File: src/sv/gnss_binary_frame_parser_unit_assert.svh
// ----------------------------------------------------------------------------
// Assertion macros for the GNSS binary frame parser
// Concurrent checks that compile away when SYNTHESIS is defined.
// ----------------------------------------------------------------------------
`ifndef GNSS_BINARY_FRAME_PARSER_UNIT_ASSERT_SVH
`define GNSS_BINARY_FRAME_PARSER_UNIT_ASSERT_SVH

`ifndef SYNTHESIS
// Check that is switched off while reset is asserted.
`define GBFP_ASSERT(label, clk, rst_n, prop, msg) \
	label: assert property (@(posedge clk) disable iff (!rst_n) prop) else $error(msg);
// Check that also holds while reset is asserted.
`define GBFP_ASSERT_ALWAYS(label, clk, prop, msg) \
	label: assert property (@(posedge clk) prop) else $error(msg);
`else
`define GBFP_ASSERT(label, clk, rst_n, prop, msg)
`define GBFP_ASSERT_ALWAYS(label, clk, prop, msg)
`endif

`endif

File: src/sv/gbfp_pkg.sv
// ----------------------------------------------------------------------------
// gbfp_pkg
// Types and constants shared by the GNSS binary frame parser modules.
// ----------------------------------------------------------------------------
package gbfp_pkg;

	localparam logic [7:0] SYNC_FIRST  = 8'hB5;
	localparam logic [7:0] SYNC_SECOND = 8'h62;
	localparam logic [7:0] CLASS_NAV   = 8'h01;
	localparam logic [7:0] CLASS_ACK   = 8'h05;
	localparam logic [7:0] CLASS_CFG   = 8'h06;

	localparam logic [1:0] KIND_PAYLOAD = 2'd0;
	localparam logic [1:0] KIND_ACCEPT  = 2'd1;
	localparam logic [1:0] KIND_REJECT  = 2'd2;

	localparam logic [15:0] MAX_LEN_RESET = 16'd256;

	localparam int TDATA_W = 56;
	localparam int TUSER_W = 2;

	typedef enum logic [3:0] {
		ST_HUNT,
		ST_SYNC2,
		ST_CLASS,
		ST_ID,
		ST_LEN_LO,
		ST_LEN_HI,
		ST_PAYLOAD,
		ST_CK_A,
		ST_CK_B
	} state_t;

	typedef struct packed {
		logic [15:0] length;
		logic [7:0]  id;
		logic [7:0]  cls;
		logic [15:0] index;
		logic [7:0]  data;
		logic [1:0]  kind;
	} result_t;

	typedef struct packed {
		logic    valid;
		result_t res;
	} result_msg_t;

endpackage

File: src/sv/gnss_binary_frame_parser_unit.sv
// ----------------------------------------------------------------------------
// gnss_binary_frame_parser_unit
// Binary GNSS frame recognizer with Fletcher-8 check, byte stream in and
// payload/status words out.
// ----------------------------------------------------------------------------
// A byte passes the input register and then the result register before its result word shows on m_*.
// Throughput: one byte per cycle; a word waiting on m_tready holds the result
// register, and the input register takes one more byte before s_tready drops.
// Reset: arst_n clears the parser to hunting for sync, the sums and header
// fields to zero, and max_payload_length to 256.
`include "gnss_binary_frame_parser_unit_assert.svh"

module gnss_binary_frame_parser_unit (
	input  logic                         clk,
	input  logic                         arst_n,
	input  logic                         s_tvalid,
	output logic                         s_tready,
	input  logic [7:0]                   s_tdata,     // rx_byte
	output logic                         m_tvalid,
	input  logic                         m_tready,
	// payload_byte, payload_index, frame_class, frame_id, frame_length
	output logic [gbfp_pkg::TDATA_W-1:0] m_tdata,
	output logic [gbfp_pkg::TUSER_W-1:0] m_tuser,     // result_kind
	input  logic                         cfg_wr_en,
	input  logic [15:0]                  cfg_wr_data  // max_payload_length
);

	logic                  valid_s1;
	logic [7:0]            data_s1;
	logic                  can_take;
	logic                  advance;
	logic [15:0]           max_len_q;
	gbfp_pkg::result_msg_t msg;

	always_ff @(posedge clk or negedge arst_n) begin
		if (!arst_n) begin
			max_len_q <= gbfp_pkg::MAX_LEN_RESET;
		end else if (cfg_wr_en) begin
			max_len_q <= cfg_wr_data;
		end
	end

	// The byte in the input register is consumed whenever the result register can load.
	assign advance = valid_s1 && can_take;

	gbfp_in_stage u_in (
		.clk      (clk),
		.arst_n   (arst_n),
		.s_tvalid (s_tvalid),
		.s_tready (s_tready),
		.s_tdata  (s_tdata),
		.advance  (advance),
		.valid_s1 (valid_s1),
		.data_s1  (data_s1)
	);

	gbfp_parse u_parse (
		.clk     (clk),
		.arst_n  (arst_n),
		.fire    (advance),
		.rx_byte (data_s1),
		.max_len (max_len_q),
		.msg     (msg)
	);

	gbfp_out_stage u_out (
		.clk      (clk),
		.arst_n   (arst_n),
		.valid_s1 (valid_s1),
		.msg      (msg),
		.can_take (can_take),
		.m_tvalid (m_tvalid),
		.m_tready (m_tready),
		.m_tdata  (m_tdata),
		.m_tuser  (m_tuser)
	);

	`GBFP_ASSERT(a_stall_cause, clk, arst_n, !s_tready |-> (valid_s1 && m_tvalid && !m_tready), "input stalled without a blocked result word")

endmodule

File: src/sv/gbfp_in_stage.sv
// ----------------------------------------------------------------------------
// gbfp_in_stage
// Input register for received bytes; frees itself whenever its word moves on.
// ----------------------------------------------------------------------------
module gbfp_in_stage (
	input  logic       clk,
	input  logic       arst_n,
	input  logic       s_tvalid,
	output logic       s_tready,
	input  logic [7:0] s_tdata,    // rx_byte
	input  logic       advance,
	output logic       valid_s1,
	output logic [7:0] data_s1
);

	assign s_tready = !valid_s1 || advance;

	always_ff @(posedge clk or negedge arst_n) begin
		if (!arst_n) begin
			valid_s1 <= 1'b0;
		end else if (s_tready) begin
			valid_s1 <= s_tvalid;
		end
	end

	always_ff @(posedge clk) begin
		if (s_tvalid && s_tready) begin
			data_s1 <= s_tdata;
		end
	end

endmodule

File: src/sv/gbfp_parse.sv
// ----------------------------------------------------------------------------
// gbfp_parse
// Frame state machine, header registers and Fletcher-8 sums.
// ----------------------------------------------------------------------------
`include "gnss_binary_frame_parser_unit_assert.svh"

module gbfp_parse (
	input  logic                 clk,
	input  logic                 arst_n,
	input  logic                 fire,
	input  logic [7:0]           rx_byte,
	input  logic [15:0]          max_len,
	output gbfp_pkg::result_msg_t msg
);

	gbfp_pkg::state_t state_q, state_d;
	logic [7:0]  sum_a_q, sum_a_d;
	logic [7:0]  sum_b_q, sum_b_d;
	logic [7:0]  class_q, class_d;
	logic [7:0]  id_q, id_d;
	logic [15:0] len_q, len_d;
	logic [15:0] idx_q, idx_d;
	logic [7:0]  add_a;
	logic [7:0]  add_b;

	assign add_a = sum_a_q + rx_byte;
	assign add_b = sum_b_q + add_a;

	always_comb begin
		state_d = state_q;
		sum_a_d = sum_a_q;
		sum_b_d = sum_b_q;
		class_d = class_q;
		id_d    = id_q;
		len_d   = len_q;
		idx_d   = idx_q;
		msg.valid      = 1'b0;
		msg.res.kind   = gbfp_pkg::KIND_PAYLOAD;
		msg.res.data   = 8'h00;
		msg.res.index  = 16'h0000;
		msg.res.cls    = class_q;
		msg.res.id     = id_q;
		msg.res.length = len_q;
		case (state_q)
			gbfp_pkg::ST_HUNT: begin
				sum_a_d = 8'h00;
				sum_b_d = 8'h00;
				state_d = (rx_byte == gbfp_pkg::SYNC_FIRST) ? gbfp_pkg::ST_SYNC2
					: gbfp_pkg::ST_HUNT;
			end
			gbfp_pkg::ST_SYNC2: begin
				if (rx_byte == gbfp_pkg::SYNC_FIRST) begin
					// A repeated first sync byte restarts the hunt in place.
					sum_a_d = 8'h00;
					sum_b_d = 8'h00;
				end else if (rx_byte == gbfp_pkg::SYNC_SECOND) begin
					state_d = gbfp_pkg::ST_CLASS;
				end else begin
					state_d = gbfp_pkg::ST_HUNT;
				end
			end
			gbfp_pkg::ST_CLASS: begin
				if (rx_byte inside {gbfp_pkg::CLASS_NAV, gbfp_pkg::CLASS_ACK,
						gbfp_pkg::CLASS_CFG}) begin
					class_d = rx_byte;
					sum_a_d = add_a;
					sum_b_d = add_b;
					state_d = gbfp_pkg::ST_ID;
				end else begin
					state_d = gbfp_pkg::ST_HUNT;
				end
			end
			gbfp_pkg::ST_ID: begin
				id_d    = rx_byte;
				sum_a_d = add_a;
				sum_b_d = add_b;
				state_d = gbfp_pkg::ST_LEN_LO;
			end
			gbfp_pkg::ST_LEN_LO: begin
				len_d   = {8'h00, rx_byte};
				sum_a_d = add_a;
				sum_b_d = add_b;
				state_d = gbfp_pkg::ST_LEN_HI;
			end
			gbfp_pkg::ST_LEN_HI: begin
				len_d = {rx_byte, len_q[7:0]};
				idx_d = 16'h0000;
				if (len_d > max_len) begin
					state_d = gbfp_pkg::ST_HUNT;
				end else begin
					sum_a_d = add_a;
					sum_b_d = add_b;
					state_d = (len_d == 16'h0000) ? gbfp_pkg::ST_CK_A
						: gbfp_pkg::ST_PAYLOAD;
				end
			end
			gbfp_pkg::ST_PAYLOAD: begin
				sum_a_d       = add_a;
				sum_b_d       = add_b;
				idx_d         = idx_q + 16'd1;
				msg.valid     = 1'b1;
				msg.res.data  = rx_byte;
				msg.res.index = idx_q;
				if (idx_q == len_q - 16'd1) begin
					state_d = gbfp_pkg::ST_CK_A;
				end
			end
			gbfp_pkg::ST_CK_A: begin
				if (sum_a_q != rx_byte) begin
					// The CK_B byte that follows is then treated as a hunting byte.
					msg.valid    = 1'b1;
					msg.res.kind = gbfp_pkg::KIND_REJECT;
					state_d      = gbfp_pkg::ST_HUNT;
				end else begin
					state_d = gbfp_pkg::ST_CK_B;
				end
			end
			gbfp_pkg::ST_CK_B: begin
				msg.valid    = 1'b1;
				msg.res.kind = (sum_b_q == rx_byte) ? gbfp_pkg::KIND_ACCEPT
					: gbfp_pkg::KIND_REJECT;
				state_d      = gbfp_pkg::ST_HUNT;
			end
			default: begin
				state_d = gbfp_pkg::ST_HUNT;
			end
		endcase
	end

	always_ff @(posedge clk or negedge arst_n) begin
		if (!arst_n) begin
			state_q <= gbfp_pkg::ST_HUNT;
			sum_a_q <= 8'h00;
			sum_b_q <= 8'h00;
			class_q <= 8'h00;
			id_q    <= 8'h00;
			len_q   <= 16'h0000;
			idx_q   <= 16'h0000;
		end else if (fire) begin
			state_q <= state_d;
			sum_a_q <= sum_a_d;
			sum_b_q <= sum_b_d;
			class_q <= class_d;
			id_q    <= id_d;
			len_q   <= len_d;
			idx_q   <= idx_d;
		end
	end

	`GBFP_ASSERT_ALWAYS(a_idx_in_frame, clk, (state_q == gbfp_pkg::ST_PAYLOAD) |-> (idx_q < len_q), "payload index ran past the declared length")
	`GBFP_ASSERT(a_ckb_ends_frame, clk, arst_n, (fire && state_q == gbfp_pkg::ST_CK_B) |=> (state_q == gbfp_pkg::ST_HUNT), "parser did not return to hunting after CK_B")
	`GBFP_ASSERT(a_len_limit, clk, arst_n, (fire && state_q == gbfp_pkg::ST_LEN_HI && state_d == gbfp_pkg::ST_PAYLOAD) |-> (len_d <= max_len), "over-length frame entered the payload")

endmodule

File: src/sv/gbfp_out_stage.sv
// ----------------------------------------------------------------------------
// gbfp_out_stage
// Result register that drives the master-side stream.
// ----------------------------------------------------------------------------
`include "gnss_binary_frame_parser_unit_assert.svh"

module gbfp_out_stage (
	input  logic                          clk,
	input  logic                          arst_n,
	input  logic                          valid_s1,
	input  gbfp_pkg::result_msg_t         msg,
	output logic                          can_take,
	output logic                          m_tvalid,
	input  logic                          m_tready,
	// payload_byte, payload_index, frame_class, frame_id, frame_length
	output logic [gbfp_pkg::TDATA_W-1:0]  m_tdata,
	// result_kind
	output logic [gbfp_pkg::TUSER_W-1:0]  m_tuser
);

	gbfp_pkg::result_t res_s2;

	assign can_take = !m_tvalid || m_tready;

	always_ff @(posedge clk or negedge arst_n) begin
		if (!arst_n) begin
			m_tvalid <= 1'b0;
		end else if (can_take) begin
			m_tvalid <= valid_s1 && msg.valid;
		end
	end

	always_ff @(posedge clk) begin
		if (can_take && valid_s1 && msg.valid) begin
			res_s2 <= msg.res;
		end
	end

	assign m_tdata = {res_s2.length, res_s2.id, res_s2.cls, res_s2.index, res_s2.data};
	assign m_tuser = res_s2.kind;

	`GBFP_ASSERT(a_status_no_data, clk, arst_n, (m_tvalid && m_tuser != gbfp_pkg::KIND_PAYLOAD) |-> (m_tdata[23:0] == 24'h000000), "status word carries payload data")

endmodule
File: config.mk
export PLATFORM = sky130hd
export DESIGN_NAME = gnss_binary_frame_parser_unit
export DESIGN_NICKNAME = d
export VERILOG_FILES = /design/src/sv/gbfp_pkg.sv /design/src/sv/gnss_binary_frame_parser_unit.sv /design/src/sv/gbfp_in_stage.sv /design/src/sv/gbfp_parse.sv /design/src/sv/gbfp_out_stage.sv
export VERILOG_INCLUDE_DIRS = /design/src /design/src/sv
export SDC_FILE = /design/constraint.sdc
export NUM_CORES = 1
export LEC_CHECK = 0
export BUFFER_PORTS_ARGS = -buffer_cell sky130_fd_sc_hd__buf_2
export CORE_MARGIN = 3
export CORE_UTILIZATION = 47
export DETAILED_ROUTE_END_ITERATION = 12
export MAX_ROUTING_LAYER = met4
export PLACE_DENSITY = 0.68
export SYNTH_ARGS = -nofsm -noshare
export SYNTH_HDL_FRONTEND = slang
export SYNTH_SLANG_ARGS = --single-unit
File: constraint.sdc
create_clock -name clk -period 6.2 [get_ports clk]
set_clock_uncertainty 0.15 [all_clocks]
set_input_delay 0.62 -clock clk [delete_from_list [all_inputs] [get_ports clk]]
set_output_delay 0.62 -clock clk [all_outputs]
set_load 0.005 [all_outputs]
==> flow_metrics.py <==
metrics = {
    "grt": {
        "antenna_found_initial": 0,
        "grt_overflow": 0,
        "first_global_vias": 5138,
        "grt_pass1_wl_um": 27600,
        "grtUsageTotal": 0.205,
        "grt_start_max_net_pins": 64,
    },
    "worst_setup_path": {
        "critPathRequiredTime_ps": 6360,
        "arrival_ps": 3680,
        "cp-end-kind": "flip-flop",
        "startpoint": "u_in.data_s1[0]",
        "worst-path-buf-inv": 0,
        "path_cells": "ha_1 -> fa_1 -> a21o_1 -> a21oi_1 -> xnor2_1 -> ha_1 -> nand2_1 -> o21ai_0 -> o41ai_1 -> xnor3_1 -> a21boi_1 -> o22ai_1",
        "slowest_delay_ps": 570,
        "r2r_end": "u_parse.sum_b_q[7]",
        "crit_path_top_delay_cell": "edfxtp_1",
        "reg2reg_slack_ps": 2680,
        "path_class": "flip-flop to flip-flop",
        "crit_path_frequent_cell": "ha_1",
        "path_delay_family": "compound AO/OA/AOI/OAI gates",
        "critPathLaunchType": "flip-flop",
        "reg2regPathDepth": 12,
        "cp_max_fo": 12,
        "r2r-start": "u_in.data_s1[0]",
    },
    "placement": {
        "dp_hpwl_um": 11900,
        "io_buffers": 88,
        "gp_congestion": 0.898,
        "dpl.cell_count": 931,
    },
    "clock_network": {
        "cts.sinks": 152,
        "cts.path.max_buffers": 2,
        "numCtsBuffers": 17,
        "htree_levels": 4,
        "clk_latency_ps": 420,
        "clkTransAtPathRegs_ps": 60,
        "tritoncts": "yes",
        "cts_resized": 0,
        "cts-root-buf": "clkbuf_16",
    },
    "synthesis": {
        "ys_seq_area_frac": 0.547,
        "yosysTopAreaCell": "dfrtp_1",
        "syn_inst": 658,
        "yosysWarningCount": 0,
        "ys.flop_type": "dfrtp_1",
        "yosysMostFrequentCell": "dfrtp_1",
        "yosysTopAreaCellShare": 0.282,
        "synthesis.area_um2": 7550,
        "ys_types": 70,
        "synth_area_leaders": "dfrtp_1, edfxtp_1, ha_1",
        "synth_edf_count": 66,
        "syn_area_per_cell_um2": 11.5,
        "yosys-top-cells-count": "dfrtp_1, edfxtp_1, nand2_1",
        "async_reset_ff_frac": 0.566,
        "yosys_register_bits": 152,
        "synth.net_count": 721,
    },
    "final_layout": {
        "multiInputGateArea_um2": 3130,
        "fin_nets": 803,
        "nFillCells": 1280,
        "syn_to_final_growth_pct": 16.0,
        "utilization": 0.566,
        "seq_area_um2": 4140,
        "antenna_cells": 0,
        "drive_gt1_frac": 0.223,
        "fin_cells": 964,
    },
    "sta": {
        "min_period_ps": 3520,
        "hold_viol": 0,
        "tightest_slew_ps": 993,
        "rsz0062_at_grt": "no",
        "hold_ws_ps": 217,
        "fin_setup_tns_ps": 0,
        "relSlewSlack": 0.336,
        "max_freq_mhz": 284,
        "setup_viol": 0,
        "fin_crit_sh": 0.569,
        "finalMaxSlewViolations": 0,
    },
    "route": {
        "wl_per_cell_um": 17.6,
        "dr.pass1.iters": 4,
        "drt_wl_total_um": 17000,
        "ant_nets": 0,
        "drt_iter0_markers": 335,
        "vias": 5248,
        "drc": 0,
        "via_per_inst": 5.44,
    },
    "floorplanning": {
        "die_h_um": 133,
        "die_width_um": 133,
        "ios": 89,
        "initial_core_util": 0.488,
        "fp.coreArea_um2": 15500,
        "std_cell_rows": 45,
        "dieArea_um2": 17600,
    },
    "job": {
        "maxCapViolCount": 0,
    },
    "worst_hold_path": {
        "whs_path_depth": 1,
        "min_from": "s_tdata[2]",
        "hold-path-endpoint": "u_in.data_s1[2]",
        "worstHoldPathType": "primary input to flip-flop",
    },
    "run_status": {
        "status": "finished, final reports clean",
    },
    "power": {
        "power.density_nw_per_um2": 426,
        "peakVddDrop_v": 0.000244,
        "p_leak_uw": 0.00386,
    },
}
==> power breakdown <==
part | switching [µW] | internal [µW]
clock network | 418 | 651
registers | 235 | 1250
logic | 640 | 536
total | 1290 | 2440
==> logic make-up (layout without fill, tap and decap cells) <==
family	after synthesis	count (layout)	share of synthesized area
AOI/OAI and AO/OA	101	101	0.0926
DFF	152	152	0.547
and+or+nand+nor	224	224	0.160
adders and majority gates	34	34	0.0583
buffers and inverters	67	162	0.0393
xor gates and xnor gates	54	54	0.0644
muxes	26	26	0.0381
==> stage by stage <==
step           total power, µW  instance area [µm²]  setup WS, ps
2_1_floorplan             2370                 7550          1520
3_3_place_gp              2620                 8150          2840
3_5_place_dp              2670                 8150          2710
4_1_cts                   3750                 8770          2700
5_1_grt                   3960                 8770          2400
6_report                  3730                 8770          2680
==> how the worst max path moves through the flow <==
stage                                     to  slack (ps)  depth (start not counted)
after floorplan             u_out.m_tdata[0]        1520                          5
after global placement    u_parse.sum_b_q[7]        2840                         14
after detailed placement  u_parse.sum_b_q[7]        2710                         12
after CTS                 u_parse.sum_b_q[7]        2700                         12
after global routing      u_parse.sum_b_q[7]        2400                         12
final                     u_parse.sum_b_q[7]        2680                         12
==> per-layer routing <==
metal	part of all wire	global-route usage	wire length (µm)	vias up
met4	0.020	0.0768	337	0
met3	0.040	0.0407	674	23
met1	0.45	0.265	7700	2599
li1	-	-	-	2505
met2	0.49	0.322	8260	121
met5	0	-	0	-
==> area by class of cell <==
type / count / share of cell area
repair buffers: 93 / 0.0551
clock buffers: 20 / 0.0509
clock inverters: 12 / 0.0188
flip-flops and latches: 152 / 0.472
well taps: 211 / 0.0301
multi-input cells: 439 / 0.358
inverters: 37 / 0.0158
==> state kept, by name, summed over array words and instances, names as in the netlist <==
name	count
u_parse.sum_a_q	8
u_parse.id_q	8
u_parse.idx_q	16
u_out.m_tdata	56
u_in.valid_s1	1
u_out.m_tvalid	1
u_parse.len_q	16
u_out.m_tuser	2
u_parse.class_q	8
u_parse.state_q	4
u_parse.sum_b_q	8
u_in.data_s1	8
max_len_q	16
==> cells in the final DEF (no fill, tap or decap), types with 3 or more instances in the layout <==
cell       count
o21ai_0       34
edfxtp_1      66
mux2i_1        4
nor4_1         5
o22ai_1        3
or4_1          3
clkbuf_16     17
o21ai_2        3
o21bai_1       3
a21oi_1       11
bufinv_16      3
nor2b_1       18
xor2_1        19
inv_1         37
nand2b_1       6
or2_2          3
nor2_1        41
a211oi_1       3
a31o_2         7
nand4_1       15
nand3_1       25
a21o_1        12
and3_1        24
buf_4          5
mux2_2        21
nand2_1       51
ha_1          32
dfrtp_1       85
xnor2_1       34
buf_2         87
inv_6          3
nor3_1         9
nand3b_1       5
==> timing repair <==
action                     4_1_cts  5_1_grt
setup buffers                    0        0
hold buffers                     1        0
hold endpoints to repair        23        0
setup endpoints to repair        0        0
Power figures use the tool's default switching activity.
